## src/sv/rna_pkg.sv

```systemverilog
// ----------------------------------------------------------------------------
// rna_pkg
// shared widths, opcodes and the command/status bundles between the fraction
// alu controller and its datapath
// ----------------------------------------------------------------------------
package rna_pkg;

    // fixed field widths of the stream words
    localparam int FIELD_W = 16;
    localparam int RES_W   = 33;
    localparam int OP_W    = 3;

    // request opcodes (codes six and seven are unused and flagged invalid)
    localparam logic [OP_W-1:0] OP_ADD = 3'd0;
    localparam logic [OP_W-1:0] OP_SUB = 3'd1;
    localparam logic [OP_W-1:0] OP_MUL = 3'd2;
    localparam logic [OP_W-1:0] OP_DIV = 3'd3;
    localparam logic [OP_W-1:0] OP_CMP = 3'd4;
    localparam logic [OP_W-1:0] OP_RED = 3'd5;

    // operand pair fed to the shared multiplier
    typedef enum logic [1:0] {
        MS_AN_BD = 2'd0,
        MS_AD_BN = 2'd1,
        MS_AN_BN = 2'd2,
        MS_AD_BD = 2'd3
    } t_mul_sel;

    // product register written by the multiplier
    typedef enum logic [1:0] {
        PD_0 = 2'd0,
        PD_1 = 2'd1,
        PD_2 = 2'd2
    } t_prod_dst;

    // controller to datapath
    typedef struct packed {
        logic      load;
        logic      mul_en;
        t_mul_sel  mul_sel;
        t_prod_dst mul_dst;
        logic      gcd_init;
        logic      gcd_step;
        logic      div_init;
        logic      div_step;
        logic      out_load;
    } t_dp_cmd;

    // datapath to controller
    typedef struct packed {
        logic [OP_W-1:0] op;
        logic            a_zero;
        logic            gcd_done;
        logic            div_done;
    } t_dp_sts;

endpackage

```

## src/sv/rational_number_alu_top.sv

```systemverilog
// ----------------------------------------------------------------------------
// rational_number_alu_top
// fraction alu: add, subtract, multiply, divide, compare and reduce of signed
// fractions over stream words
// ----------------------------------------------------------------------------
// One request word is taken at a time and gives one result word. After the
// load, multiply, divide and compare use the shared multiplier in states
// MUL0 and MUL1, add and subtract also in MUL2 (one shared multiplier forms
// the cross products one per cycle); unused opcodes and reduce with a zero
// part go straight to the finish state, and other reduces run the binary gcd
// steps and then the two-lane divider over WIDTH bits. A new request is
// taken the cycle after the result moves into the output register, so a
// waiting result does not block the next request's work. Operands are the
// low WIDTH bits of each field, sign extended; results wrap to 33 bits.
module rational_number_alu_top #(
    parameter int WIDTH = 16
) (
    input  logic        i_clk,
    input  logic        i_rst_n,
    input  logic        i_s_tvalid,
    output logic        o_s_tready,
    input  logic [63:0] i_s_tdata,   // a_num[15:0], a_den[31:16], b_num[47:32], b_den[63:48]
    input  logic [2:0]  i_s_tuser,   // req_type[2:0]
    output logic        o_m_tvalid,
    input  logic        i_m_tready,
    output logic [71:0] o_m_tdata    // res_num[32:0], res_den[65:33], less[66], equal[67],
                                     // greater[68], invalid[69], zero[71:70]
);

    rna_pkg::t_dp_cmd w_cmd;
    rna_pkg::t_dp_sts w_sts;

    logic signed [rna_pkg::RES_W-1:0] w_res_num, w_res_den;
    logic                             w_less, w_equal, w_greater, w_invalid;

    logic                             r_valid;
    logic [rna_pkg::RES_W-1:0]        r_res_num, r_res_den;
    logic                             r_less, r_equal, r_greater, r_invalid;
    logic                             w_out_free;

    assign w_out_free = !r_valid || i_m_tready;

    rna_ctrl u_ctrl (
        .i_clk      (i_clk),
        .i_rst_n    (i_rst_n),
        .i_s_tvalid (i_s_tvalid),
        .o_s_tready (o_s_tready),
        .i_out_free (w_out_free),
        .i_sts      (w_sts),
        .o_cmd      (w_cmd)
    );

    rna_dp #(
        .W (WIDTH)
    ) u_dp (
        .i_clk      (i_clk),
        .i_cmd      (w_cmd),
        .i_req_type (i_s_tuser),
        .i_a_num    (i_s_tdata[15:0]),
        .i_a_den    (i_s_tdata[31:16]),
        .i_b_num    (i_s_tdata[47:32]),
        .i_b_den    (i_s_tdata[63:48]),
        .o_sts      (w_sts),
        .o_res_num  (w_res_num),
        .o_res_den  (w_res_den),
        .o_less     (w_less),
        .o_equal    (w_equal),
        .o_greater  (w_greater),
        .o_invalid  (w_invalid)
    );

    // output word valid flag
    always_ff @(posedge i_clk) begin
        if (!i_rst_n) begin
            r_valid <= 1'b0;
        end else if (w_cmd.out_load) begin
            r_valid <= 1'b1;
        end else if (i_m_tready) begin
            r_valid <= 1'b0;
        end
    end

    // output word payload
    always_ff @(posedge i_clk) begin
        if (w_cmd.out_load) begin
            r_res_num <= w_res_num;
            r_res_den <= w_res_den;
            r_less    <= w_less;
            r_equal   <= w_equal;
            r_greater <= w_greater;
            r_invalid <= w_invalid;
        end
    end

    assign o_m_tvalid = r_valid;
    assign o_m_tdata  = {2'b00, r_invalid, r_greater, r_equal, r_less, r_res_den, r_res_num};

endmodule

```

## src/sv/rna_ctrl.sv

```systemverilog
// ----------------------------------------------------------------------------
// rna_ctrl
// sequencer of the fraction alu: loads a request, steps the shared multiplier,
// the binary gcd and the two-lane divider, then hands the result to the output
// register
// ----------------------------------------------------------------------------
module rna_ctrl (
    input  logic              i_clk,
    input  logic              i_rst_n,
    input  logic              i_s_tvalid,
    output logic              o_s_tready,
    input  logic              i_out_free,
    input  rna_pkg::t_dp_sts  i_sts,
    output rna_pkg::t_dp_cmd  o_cmd
);

    typedef enum logic [7:0] {
        S_IDLE = 8'b0000_0001,
        S_PREP = 8'b0000_0010,
        S_MUL0 = 8'b0000_0100,
        S_MUL1 = 8'b0000_1000,
        S_MUL2 = 8'b0001_0000,
        S_GCD  = 8'b0010_0000,
        S_DIV  = 8'b0100_0000,
        S_FIN  = 8'b1000_0000
    } t_state;

    t_state r_state;
    t_state n_state;

    // state register
    always_ff @(posedge i_clk) begin
        if (!i_rst_n) begin
            r_state <= S_IDLE;
        end else begin
            r_state <= n_state;
        end
    end

    assign o_s_tready = (r_state == S_IDLE);

    // next state and command decode
    always_comb begin
        n_state = r_state;
        o_cmd   = '0;
        unique case (r_state)
            S_IDLE: begin
                if (i_s_tvalid) begin
                    o_cmd.load = 1'b1;
                    n_state    = S_PREP;
                end
            end
            S_PREP: begin
                unique case (i_sts.op) inside
                    rna_pkg::OP_ADD, rna_pkg::OP_SUB, rna_pkg::OP_MUL,
                    rna_pkg::OP_DIV, rna_pkg::OP_CMP: begin
                        n_state = S_MUL0;
                    end
                    rna_pkg::OP_RED: begin
                        if (i_sts.a_zero) begin
                            n_state = S_FIN;
                        end else begin
                            o_cmd.gcd_init = 1'b1;
                            n_state        = S_GCD;
                        end
                    end
                    default: begin
                        n_state = S_FIN;
                    end
                endcase
            end
            S_MUL0: begin
                o_cmd.mul_en  = 1'b1;
                o_cmd.mul_dst = rna_pkg::PD_0;
                o_cmd.mul_sel = (i_sts.op == rna_pkg::OP_MUL) ? rna_pkg::MS_AN_BN
                                                              : rna_pkg::MS_AN_BD;
                n_state       = S_MUL1;
            end
            S_MUL1: begin
                o_cmd.mul_en = 1'b1;
                if (i_sts.op == rna_pkg::OP_MUL) begin
                    o_cmd.mul_sel = rna_pkg::MS_AD_BD;
                    o_cmd.mul_dst = rna_pkg::PD_2;
                    n_state       = S_FIN;
                end else begin
                    o_cmd.mul_sel = rna_pkg::MS_AD_BN;
                    o_cmd.mul_dst = rna_pkg::PD_1;
                    if (i_sts.op == rna_pkg::OP_ADD || i_sts.op == rna_pkg::OP_SUB) begin
                        n_state = S_MUL2;
                    end else begin
                        n_state = S_FIN;
                    end
                end
            end
            S_MUL2: begin
                o_cmd.mul_en  = 1'b1;
                o_cmd.mul_sel = rna_pkg::MS_AD_BD;
                o_cmd.mul_dst = rna_pkg::PD_2;
                n_state       = S_FIN;
            end
            S_GCD: begin
                if (i_sts.gcd_done) begin
                    o_cmd.div_init = 1'b1;
                    n_state        = S_DIV;
                end else begin
                    o_cmd.gcd_step = 1'b1;
                end
            end
            S_DIV: begin
                if (i_sts.div_done) begin
                    n_state = S_FIN;
                end else begin
                    o_cmd.div_step = 1'b1;
                end
            end
            S_FIN: begin
                if (i_out_free) begin
                    o_cmd.out_load = 1'b1;
                    n_state        = S_IDLE;
                end
            end
            default: begin
                n_state = S_IDLE;
            end
        endcase
    end

endmodule

```

## src/sv/rna_dp.sv

```systemverilog
// ----------------------------------------------------------------------------
// rna_dp
// datapath of the fraction alu: operand registers, one shared multiplier with
// three product registers, a binary gcd unit and a two-lane restoring divider
// ----------------------------------------------------------------------------
module rna_dp #(
    parameter int W = 16
) (
    input  logic                                   i_clk,
    input  rna_pkg::t_dp_cmd                       i_cmd,
    input  logic [rna_pkg::OP_W-1:0]               i_req_type,
    input  logic [rna_pkg::FIELD_W-1:0]            i_a_num,
    input  logic [rna_pkg::FIELD_W-1:0]            i_a_den,
    input  logic [rna_pkg::FIELD_W-1:0]            i_b_num,
    input  logic [rna_pkg::FIELD_W-1:0]            i_b_den,
    output rna_pkg::t_dp_sts                       o_sts,
    output logic signed [rna_pkg::RES_W-1:0]       o_res_num,
    output logic signed [rna_pkg::RES_W-1:0]       o_res_den,
    output logic                                   o_less,
    output logic                                   o_equal,
    output logic                                   o_greater,
    output logic                                   o_invalid
);

    localparam int MW = (W > rna_pkg::FIELD_W) ? W : rna_pkg::FIELD_W;
    localparam int PW = 2 * W + 2;
    localparam int KW = $clog2(W);
    localparam int CW = $clog2(W + 1);

    // low W bits of a field, sign extended by one bit for negation headroom
    function automatic logic signed [W:0] f_ext(input logic [rna_pkg::FIELD_W-1:0] f);
        logic [MW-1:0] z;
        z = MW'(f);
        return {z[W-1], z[W-1:0]};
    endfunction

    logic [rna_pkg::OP_W-1:0] r_op;
    logic signed [W:0]        r_an, r_ad, r_bn, r_bd;
    logic signed [PW-1:0]     r_p0, r_p1, r_p2;
    logic [W-1:0]             r_gx, r_gy;
    logic [KW-1:0]            r_gk;
    logic [W-1:0]             r_g;
    logic [W-1:0]             r_dvn, r_dvd, r_rmn, r_rmd;
    logic [CW-1:0]            r_cnt;

    // operand capture, compare moves denominator signs onto numerators
    logic signed [W:0] ld_an, ld_ad, ld_bn, ld_bd;
    logic              ld_cmp;

    always_comb begin
        ld_cmp = (i_req_type == rna_pkg::OP_CMP);
        ld_an  = f_ext(i_a_num);
        ld_ad  = f_ext(i_a_den);
        ld_bn  = f_ext(i_b_num);
        ld_bd  = f_ext(i_b_den);
        if (ld_cmp && ld_ad[W]) begin
            ld_an = -ld_an;
            ld_ad = -ld_ad;
        end
        if (ld_cmp && ld_bd[W]) begin
            ld_bn = -ld_bn;
            ld_bd = -ld_bd;
        end
    end

    always_ff @(posedge i_clk) begin
        if (i_cmd.load) begin
            r_op <= i_req_type;
            r_an <= ld_an;
            r_ad <= ld_ad;
            r_bn <= ld_bn;
            r_bd <= ld_bd;
        end
    end

    // shared multiplier
    logic signed [W:0]    mul_a, mul_b;
    logic signed [PW-1:0] mul_p;

    always_comb begin
        case (i_cmd.mul_sel)
            rna_pkg::MS_AN_BD: begin mul_a = r_an; mul_b = r_bd; end
            rna_pkg::MS_AD_BN: begin mul_a = r_ad; mul_b = r_bn; end
            rna_pkg::MS_AN_BN: begin mul_a = r_an; mul_b = r_bn; end
            default:           begin mul_a = r_ad; mul_b = r_bd; end
        endcase
        mul_p = mul_a * mul_b;
    end

    always_ff @(posedge i_clk) begin
        if (i_cmd.mul_en) begin
            case (i_cmd.mul_dst)
                rna_pkg::PD_0: r_p0 <= mul_p;
                rna_pkg::PD_1: r_p1 <= mul_p;
                default:       r_p2 <= mul_p;
            endcase
        end
    end

    // magnitudes of a for reduce
    logic signed [W:0] neg_an, neg_ad;
    logic [W-1:0]      mag_an, mag_ad;

    assign neg_an = -r_an;
    assign neg_ad = -r_ad;
    assign mag_an = r_an[W] ? neg_an[W-1:0] : r_an[W-1:0];
    assign mag_ad = r_ad[W] ? neg_ad[W-1:0] : r_ad[W-1:0];

    // binary gcd, one halving or subtraction per step
    logic gcd_done;
    assign gcd_done = (r_gx == r_gy);

    always_ff @(posedge i_clk) begin
        if (i_cmd.gcd_init) begin
            r_gx <= mag_an;
            r_gy <= mag_ad;
            r_gk <= '0;
        end else if (i_cmd.gcd_step) begin
            if (!r_gx[0] && !r_gy[0]) begin
                r_gx <= r_gx >> 1;
                r_gy <= r_gy >> 1;
                r_gk <= r_gk + 1'b1;
            end else if (!r_gx[0]) begin
                r_gx <= r_gx >> 1;
            end else if (!r_gy[0]) begin
                r_gy <= r_gy >> 1;
            end else if (r_gx > r_gy) begin
                r_gx <= r_gx - r_gy;
            end else begin
                r_gy <= r_gy - r_gx;
            end
        end
    end

    // two restoring divider lanes sharing the gcd as divisor
    logic [W:0]   trial_n, trial_d, diff_n, diff_d;
    logic         ge_n, ge_d;
    logic         div_done;

    assign trial_n  = {r_rmn, r_dvn[W-1]};
    assign trial_d  = {r_rmd, r_dvd[W-1]};
    assign ge_n     = (trial_n >= {1'b0, r_g});
    assign ge_d     = (trial_d >= {1'b0, r_g});
    assign diff_n   = trial_n - {1'b0, r_g};
    assign diff_d   = trial_d - {1'b0, r_g};
    assign div_done = (r_cnt == CW'(W));

    always_ff @(posedge i_clk) begin
        if (i_cmd.div_init) begin
            r_g   <= r_gx << r_gk;
            r_dvn <= mag_an;
            r_dvd <= mag_ad;
            r_rmn <= '0;
            r_rmd <= '0;
            r_cnt <= '0;
        end else if (i_cmd.div_step) begin
            r_rmn <= ge_n ? diff_n[W-1:0] : trial_n[W-1:0];
            r_rmd <= ge_d ? diff_d[W-1:0] : trial_d[W-1:0];
            r_dvn <= {r_dvn[W-2:0], ge_n};
            r_dvd <= {r_dvd[W-2:0], ge_d};
            r_cnt <= r_cnt + 1'b1;
        end
    end

    // status to the controller
    assign o_sts.op       = r_op;
    assign o_sts.a_zero   = (r_an == '0) || (r_ad == '0);
    assign o_sts.gcd_done = gcd_done;
    assign o_sts.div_done = div_done;

    // result selection
    logic signed [PW-1:0] p_sum, p_diff;
    logic signed [W:0]    q_num, q_den, red_num, red_den;

    assign p_sum   = r_p0 + r_p1;
    assign p_diff  = r_p0 - r_p1;
    assign q_num   = {1'b0, r_dvn};
    assign q_den   = {1'b0, r_dvd};
    assign red_num = r_an[W] ? -q_num : q_num;
    assign red_den = r_ad[W] ? -q_den : q_den;

    always_comb begin
        o_res_num = '0;
        o_res_den = '0;
        o_less    = 1'b0;
        o_equal   = 1'b0;
        o_greater = 1'b0;
        o_invalid = 1'b0;
        case (r_op)
            rna_pkg::OP_ADD: begin
                o_res_num = rna_pkg::RES_W'(p_sum);
                o_res_den = rna_pkg::RES_W'(r_p2);
            end
            rna_pkg::OP_SUB: begin
                o_res_num = rna_pkg::RES_W'(p_diff);
                o_res_den = rna_pkg::RES_W'(r_p2);
            end
            rna_pkg::OP_MUL: begin
                o_res_num = rna_pkg::RES_W'(r_p0);
                o_res_den = rna_pkg::RES_W'(r_p2);
            end
            rna_pkg::OP_DIV: begin
                o_res_num = rna_pkg::RES_W'(r_p0);
                o_res_den = rna_pkg::RES_W'(r_p1);
                o_invalid = (r_bn == '0);
            end
            rna_pkg::OP_CMP: begin
                if (r_ad == '0 || r_bd == '0) begin
                    o_invalid = 1'b1;
                end else begin
                    o_less    = (r_p0 < r_p1);
                    o_equal   = (r_p0 == r_p1);
                    o_greater = (r_p0 > r_p1);
                end
            end
            rna_pkg::OP_RED: begin
                if (o_sts.a_zero) begin
                    o_res_num = rna_pkg::RES_W'(r_an);
                    o_res_den = rna_pkg::RES_W'(r_ad);
                end else begin
                    o_res_num = rna_pkg::RES_W'(red_num);
                    o_res_den = rna_pkg::RES_W'(red_den);
                end
            end
            default: begin
                o_invalid = 1'b1;
            end
        endcase
    end

endmodule
```

## config.mk

```make
export PLATFORM = sky130hd
export DESIGN_NAME = rational_number_alu_top
export DESIGN_NICKNAME = d
export VERILOG_FILES = /design/src/sv/rna_pkg.sv /design/src/sv/rational_number_alu_top.sv /design/src/sv/rna_ctrl.sv /design/src/sv/rna_dp.sv
export SDC_FILE = /design/constraint.sdc
export NUM_CORES = 2
export LEC_CHECK = 0
export ABC_AREA = 0
export BUFFER_PORTS_ARGS = -buffer_cell sky130_fd_sc_hd__buf_2
export CAP_MARGIN = 20
export CORE_UTILIZATION = 45
export DETAILED_ROUTE_END_ITERATION = 8
export PLACE_DENSITY = 0.62
export SYNTH_ARGS = -nofsm -noshare
export SYNTH_HDL_FRONTEND = slang
export SYNTH_HIERARCHICAL = 1
export SYNTH_SLANG_ARGS = --single-unit
export TNS_END_PERCENT = 50
```

## constraint.sdc

```tcl
create_clock -name i_clk -period 11.6 [get_ports i_clk]
set_input_delay 1.74 -clock i_clk [delete_from_list [all_inputs] [get_ports i_clk]]
set_output_delay 1.74 -clock i_clk [all_outputs]
set_load 0.005 [all_outputs]
```

# After elaboration in Yosys (flattened, before gate mapping)
# Index checks and enable logic that the tools add are counted.
dict set report op_classes {
  n_addsub 16
  shifts 1
  multipliers 1
  reduce_logical 37
  bitwise_logic 2
  mux 60
  n_eq_ne 27
  n_lt_le_gt_ge 5
}
# operator count
set ops {}
lappend ops {{16-bit two-way mux} 20}
lappend ops {{17-bit two-way mux} 8}
lappend ops {{33-bit case mux with 4 select lines} 1}
lappend ops {{16-bit negation with 17-bit output} 6}
lappend ops {{33-bit case mux with 3 select lines} 1}
lappend ops {{17-bit logical NOT} 4}
lappend ops {{33-bit two-way mux} 2}
lappend ops {{8-bit case mux with 8 select lines} 1}
lappend ops {{16-bit subtractor} 4}
lappend ops {{8-bit two-way mux} 7}
lappend ops {{34-bit == test} 1}
lappend ops {{17-bit by 16-bit >= comparator with 1-bit output} 2}
lappend ops {{34-bit > comparator} 1}
lappend ops {{34-bit < comparator} 1}
lappend ops {{17-bit by 17-bit multiplier with 34-bit output} 1}
lappend ops {{33-bit adder} 1}
lappend ops {{33-bit subtractor} 1}
lappend ops {{16-bit negation} 2}
lappend ops {{16-bit == test} 1}
lappend ops {{16-bit > comparator} 1}
lappend ops {{8-bit case mux with 2 select lines} 1}
lappend ops {{16-bit by 4-bit << shifter with 16-bit output} 1}
lappend ops {{5-bit case mux with 3 select lines} 1}
lappend ops {{1-bit two-way mux} 14}
lappend ops {{37 further kinds} 66}
dict set report totals {
  out_inout_bits 74
  ff_bits 372
}

# Logic depth before layout (Yosys ltp)
dict set report depth {
  word_depth 7
  depth_mapped 33
}

# Modules after synthesis
# Netlist, hierarchy kept.
# module seq_area_each_um2 area_each_um2 cells_per_inst instances
set modules_own_cells {}
lappend modules_own_cells {rna_dp 8388.0 31848.0 3476 1}
lappend modules_own_cells {rational_number_alu_top 2122.0 2199.6 81 1}
lappend modules_own_cells {rna_ctrl 160.2 563.0 64 1}

# Worst setup path after synthesis
# Ideal clock, no wire load.
dict set report synth_path {
  kind {register to register}
  from {register u_ctrl.r_state[6]}
  to {register u_dp.r_p0[32] (data pin)}
  period_less_slack_ps 8730
  t_arrival_ps 8463
  setup_time_ps 267
  slack_ps 2870
  stages_incl_launch_ff 33
  required_ps 11333
  path_cell_list {dfxtp_1 -> nor4_4 -> nand4b_1 -> nand2_1 -> buf_1 -> inv_1 -> ha_1 -> buf_1 -> clkbuf_1 -> mux2i_1 -> nor2_1 -> fa_1 -> inv_1 -> fa_1 -> fa_1 -> inv_1 -> fa_1 -> fa_1 -> inv_1 -> fa_1 -> inv_1 -> ha_1 -> clkbuf_1 -> a21o_1 -> a21oi_1 -> o21ai_0 -> a21oi_1 -> o21ai_0 -> a211o_1 -> a21oi_1 -> o311ai_0 -> a21oi_1 -> xnor2_1}
}
# element line
set synth_lines {}
lappend synth_lines {{start: declaration} rna_ctrl.sv:28} ;# t_state r_state;
lappend synth_lines {{start signal: assignment} rna_ctrl.sv:36} ;# r_state <= n_state;
lappend synth_lines {{end signal: assignment} rna_dp.sv:93} ;# rna_pkg::PD_0: r_p0 <= mul_p;
lappend synth_lines {{end: declaration} rna_dp.sv:39} ;# logic signed [PW-1:0] r_p0, r_p1, r_p2;

==> metrics.yaml <==
fin_crit_sh: 0.808
rsz0062_at_grt: "no"
dp.cells: 4693
synth_seq_area_share: 0.308
synth_compound_area_frac: 0.140
syn_area_per_cell_um2: 9.56
final_hold_viol_count: 0
synth_top_family_by_area: "adder cells"
postCtsSetupBuffers: 0
synth-edff-count: 322
drt-initial-drc-count: 2044
rows: 101
nFillCells: 7138
clk-insertion-delay-late_ps: 600
worstSetupPathType: "reg2reg"
num_vias: 26300
cts_tree: "done"
die_w_um: 279
worst_ep_required_time_ps: 11900
finalSetupViolations: 0
synthArstFlopShare: 0
wire_per_inst_um: 19.9
gp_congestion: 0.945
postLayoutCoreUtil: 0.497
cp_slowest_cell: "o21ai_0"
drc: 0
max_cap_viol_count: 0
arrival_ps: 9670
ys_ff_latch: 372
worstPathMaxFanout: 30
nNetsFinal: 4309
layout.cells.non_filler: 4778
routed_wirelength_mm: 95.2
r2r_slack_ps: 2230
io_buffers: 142
first_global_vias: 25600
fin_skew_ps: 47.5
core_area_mm2: 0.0761
slowest_delay_ps: 880
min_from: "u_dp/r_rmd[15]$_SDFFE_PP0P_"
finalSetupTns_ps: 0
htreeDepth: 2
r2r_start: "u_ctrl/r_state[6]$_SDFFE_PN0P_"
netlist_instances: 3621
synth.yosys.warnings: 6
min_period_ps: 9370
yosys.area_share.simple: 0.131
dr.pass1.iters: 5
antenna_left: 0
die_y_um: 279
synth_cell_types: 88
start_util: 0.455
status: "finished, final reports clean"
cp_common_cell: "fa_1"
ctsResizeCount: 0
synth_fa_ha_area_frac: 0.257
min_to: "u_dp/r_rmd[15]$_SDFFE_PP0P_"
hold_buffers: 0
slew_viol_final: 0
gr-total-overflow: 0
min_path_type: "reg2reg"
whs_ps: 474
vias_per_cell: 5.51
cts_buffers: 42
hpwl_mm: 76.0
slew_headroom: 0.188
synth-main-ff-cell: "edfxtp_1"
cp-end-kind: "flip-flop"
gr-usage-all-layers: 0.244
r2r-end: "u_dp/r_p2[32]$_DFFE_PP_"
grt_start_max_net_pins: 84
clock_path_buffers: 3
tightest_slew_ps: 1180
die_area_mm2: 0.0780
grt_antenna_before_repair: 8
cp-start-kind: "flip-flop"
rr_worst_depth: 29
ios: 145
clkTransAtPathRegs_ps: 60
syn_area_mm2: 0.0346
clock.fmax_ghz: 0.107
synthXorXnorAreaFrac: 0.0640
drive_gt1_frac: 0.0927
cts_root_buffer: "clkbuf_16"
grt_pass1_wl_mm: 148
hold_path_depth: 2
muxShareOfSynthArea: 0.0311
syn2layout_area_growth_pct: 9.35
clock_sinks: 372
-- layer usage --
metal / GRT usage / up-vias / share of wire
met3: 0.0489 / 151 / 0.080
li1: - / 12600 / -
met2: 0.377 / 902 / 0.44
met4: 0.0689 / 6 / 0.028
met1: 0.348 / 12700 / 0.46
met5: 0 / - / 0.00039
-- placed cells by master (no fill, tap or decap), types with 30 or more instances in the layout --
master / count
inv_1: 476
nor2_1: 395
edfxtp_1: 322
fa_1: 301
nand2_1: 284
a21oi_1: 268
ha_1: 229
o21ai_0: 162
xnor2_1: 145
buf_2: 142
xor2_1: 108
mux2i_1: 59
a21o_1: 59
dfxtp_1: 50
clkbuf_16: 42
nor3_1: 42
buf_4: 41
a211oi_1: 41
nor2b_1: 36
nand4_1: 33
nor4_1: 30
-- worst max-delay path by stage --
stage | cells past startpoint | from | end
finish | 29 | u_ctrl/r_state[6]$_SDFFE_PN0P_ | u_dp/r_p2[32]$_DFFE_PP_
global placement | 27 | u_ctrl/r_state[6]$_SDFFE_PN0P_ | u_dp/r_p0[33]$_DFFE_PP_
global route | 29 | u_ctrl/r_state[6]$_SDFFE_PN0P_ | u_dp/r_p2[32]$_DFFE_PP_
CTS | 30 | u_ctrl/r_state[6]$_SDFFE_PN0P_ | u_dp/r_p2[32]$_DFFE_PP_
floorplan | 32 | u_ctrl/r_state[6]$_SDFFE_PN0P_ | u_dp/r_p0[32]$_DFFE_PP_
detailed placement | 29 | u_ctrl/r_state[6]$_SDFFE_PN0P_ | u_dp/r_p1[32]$_DFFE_PP_
-- per-stage QoR --
stage | setup WS (ps) | area, um^2
6_report | 2230 | 37800
5_1_grt | 1740 | 37800
4_1_cts | 2490 | 37800
3_5_place_dp | 2610 | 36400
3_3_place_gp | 2770 | 36400
2_1_floorplan | 2870 | 34600
-- area by class of cell --
type	instances	area, um^2	share of cell area
Tap cell	1030	1290	0.0341
Antenna cell	6	15.0	0.000397
Multi-Input combinational cell	2630	21600	0.571
Sequential cell	372	10700	0.282
Inverter	478	1790	0.0474
Clock inverter	33	360	0.00952
Timing Repair Buffer	184	1030	0.0272
Clock buffer	45	1060	0.0281
-- critical path: cells and delay by family (launching register included) --
kind	cells	cell delay [ps]
AO/OA/AOI/OAI	10	2650
XOR/XNOR	1	100
adder cells (fa/ha/maj)	8	3660
buffers and inverters	6	700
flip-flops	1	390
multiplexers	1	700
AND/OR/NAND/NOR	3	850
-- synthesized netlist by cell type (all sizes together), types with 6 or more instances --
library cell | n | area share
nand4 | 33 | 0.0060
a211oi | 42 | 0.0093
a311oi | 6 | 0.0015
mux2 | 29 | 0.0094
o41ai | 12 | 0.0030
and2 | 14 | 0.0025
o31ai | 29 | 0.0063
o22ai | 24 | 0.0043
a21o | 59 | 0.013
fa | 301 | 0.17
or3 | 18 | 0.0033
clkbuf | 108 | 0.012
a21boi | 6 | 0.0014
buf | 34 | 0.0055
mux4 | 7 | 0.0046
nand3b | 6 | 0.0013
nand3 | 25 | 0.0036
o21a | 23 | 0.0050
or2 | 12 | 0.0022
nand2 | 284 | 0.031
a221o | 20 | 0.0061
a31oi | 15 | 0.0027
nor2b | 36 | 0.0065
nor4 | 33 | 0.0073
nor3 | 43 | 0.0064
a221oi | 24 | 0.0061
inv | 476 | 0.052
dfxtp | 50 | 0.029
o21ai | 167 | 0.024
nand4b | 6 | 0.0020
xnor2 | 145 | 0.037
mux2i | 59 | 0.017
nor2 | 400 | 0.043
o21bai | 20 | 0.0044
and3 | 14 | 0.0025
xor2 | 108 | 0.027
nor3b | 8 | 0.0023
nand2b | 23 | 0.0044
ha | 229 | 0.083
a22oi | 14 | 0.0030
o31a | 6 | 0.0015
a21oi | 271 | 0.040
edfxtp | 322 | 0.28
or4 | 15 | 0.0035
-- sequential cells by signal (all words and copies together), names as in the netlist, 17 cells and up --
register and cells:
u_dp/r_ad 17, u_dp/r_p1 34, r_res_num 33, u_dp/r_bn 17, r_res_den 33, u_dp/r_p0 34, u_dp/r_an 17, u_dp/r_bd 17
u_dp/r_p2 33
-- cells by family after synthesis --
family          count (synthesis)
compound gates                769
xor+xnor                      253
fa+ha+maj                     530
buf+inv                       620
flops                         372
mux                            95
other cells                     1
simple gates                  981
Power is left out: the tool's default activity adds up to more than one toggle a clock period on the data nets, which glitch-free logic cannot reach.
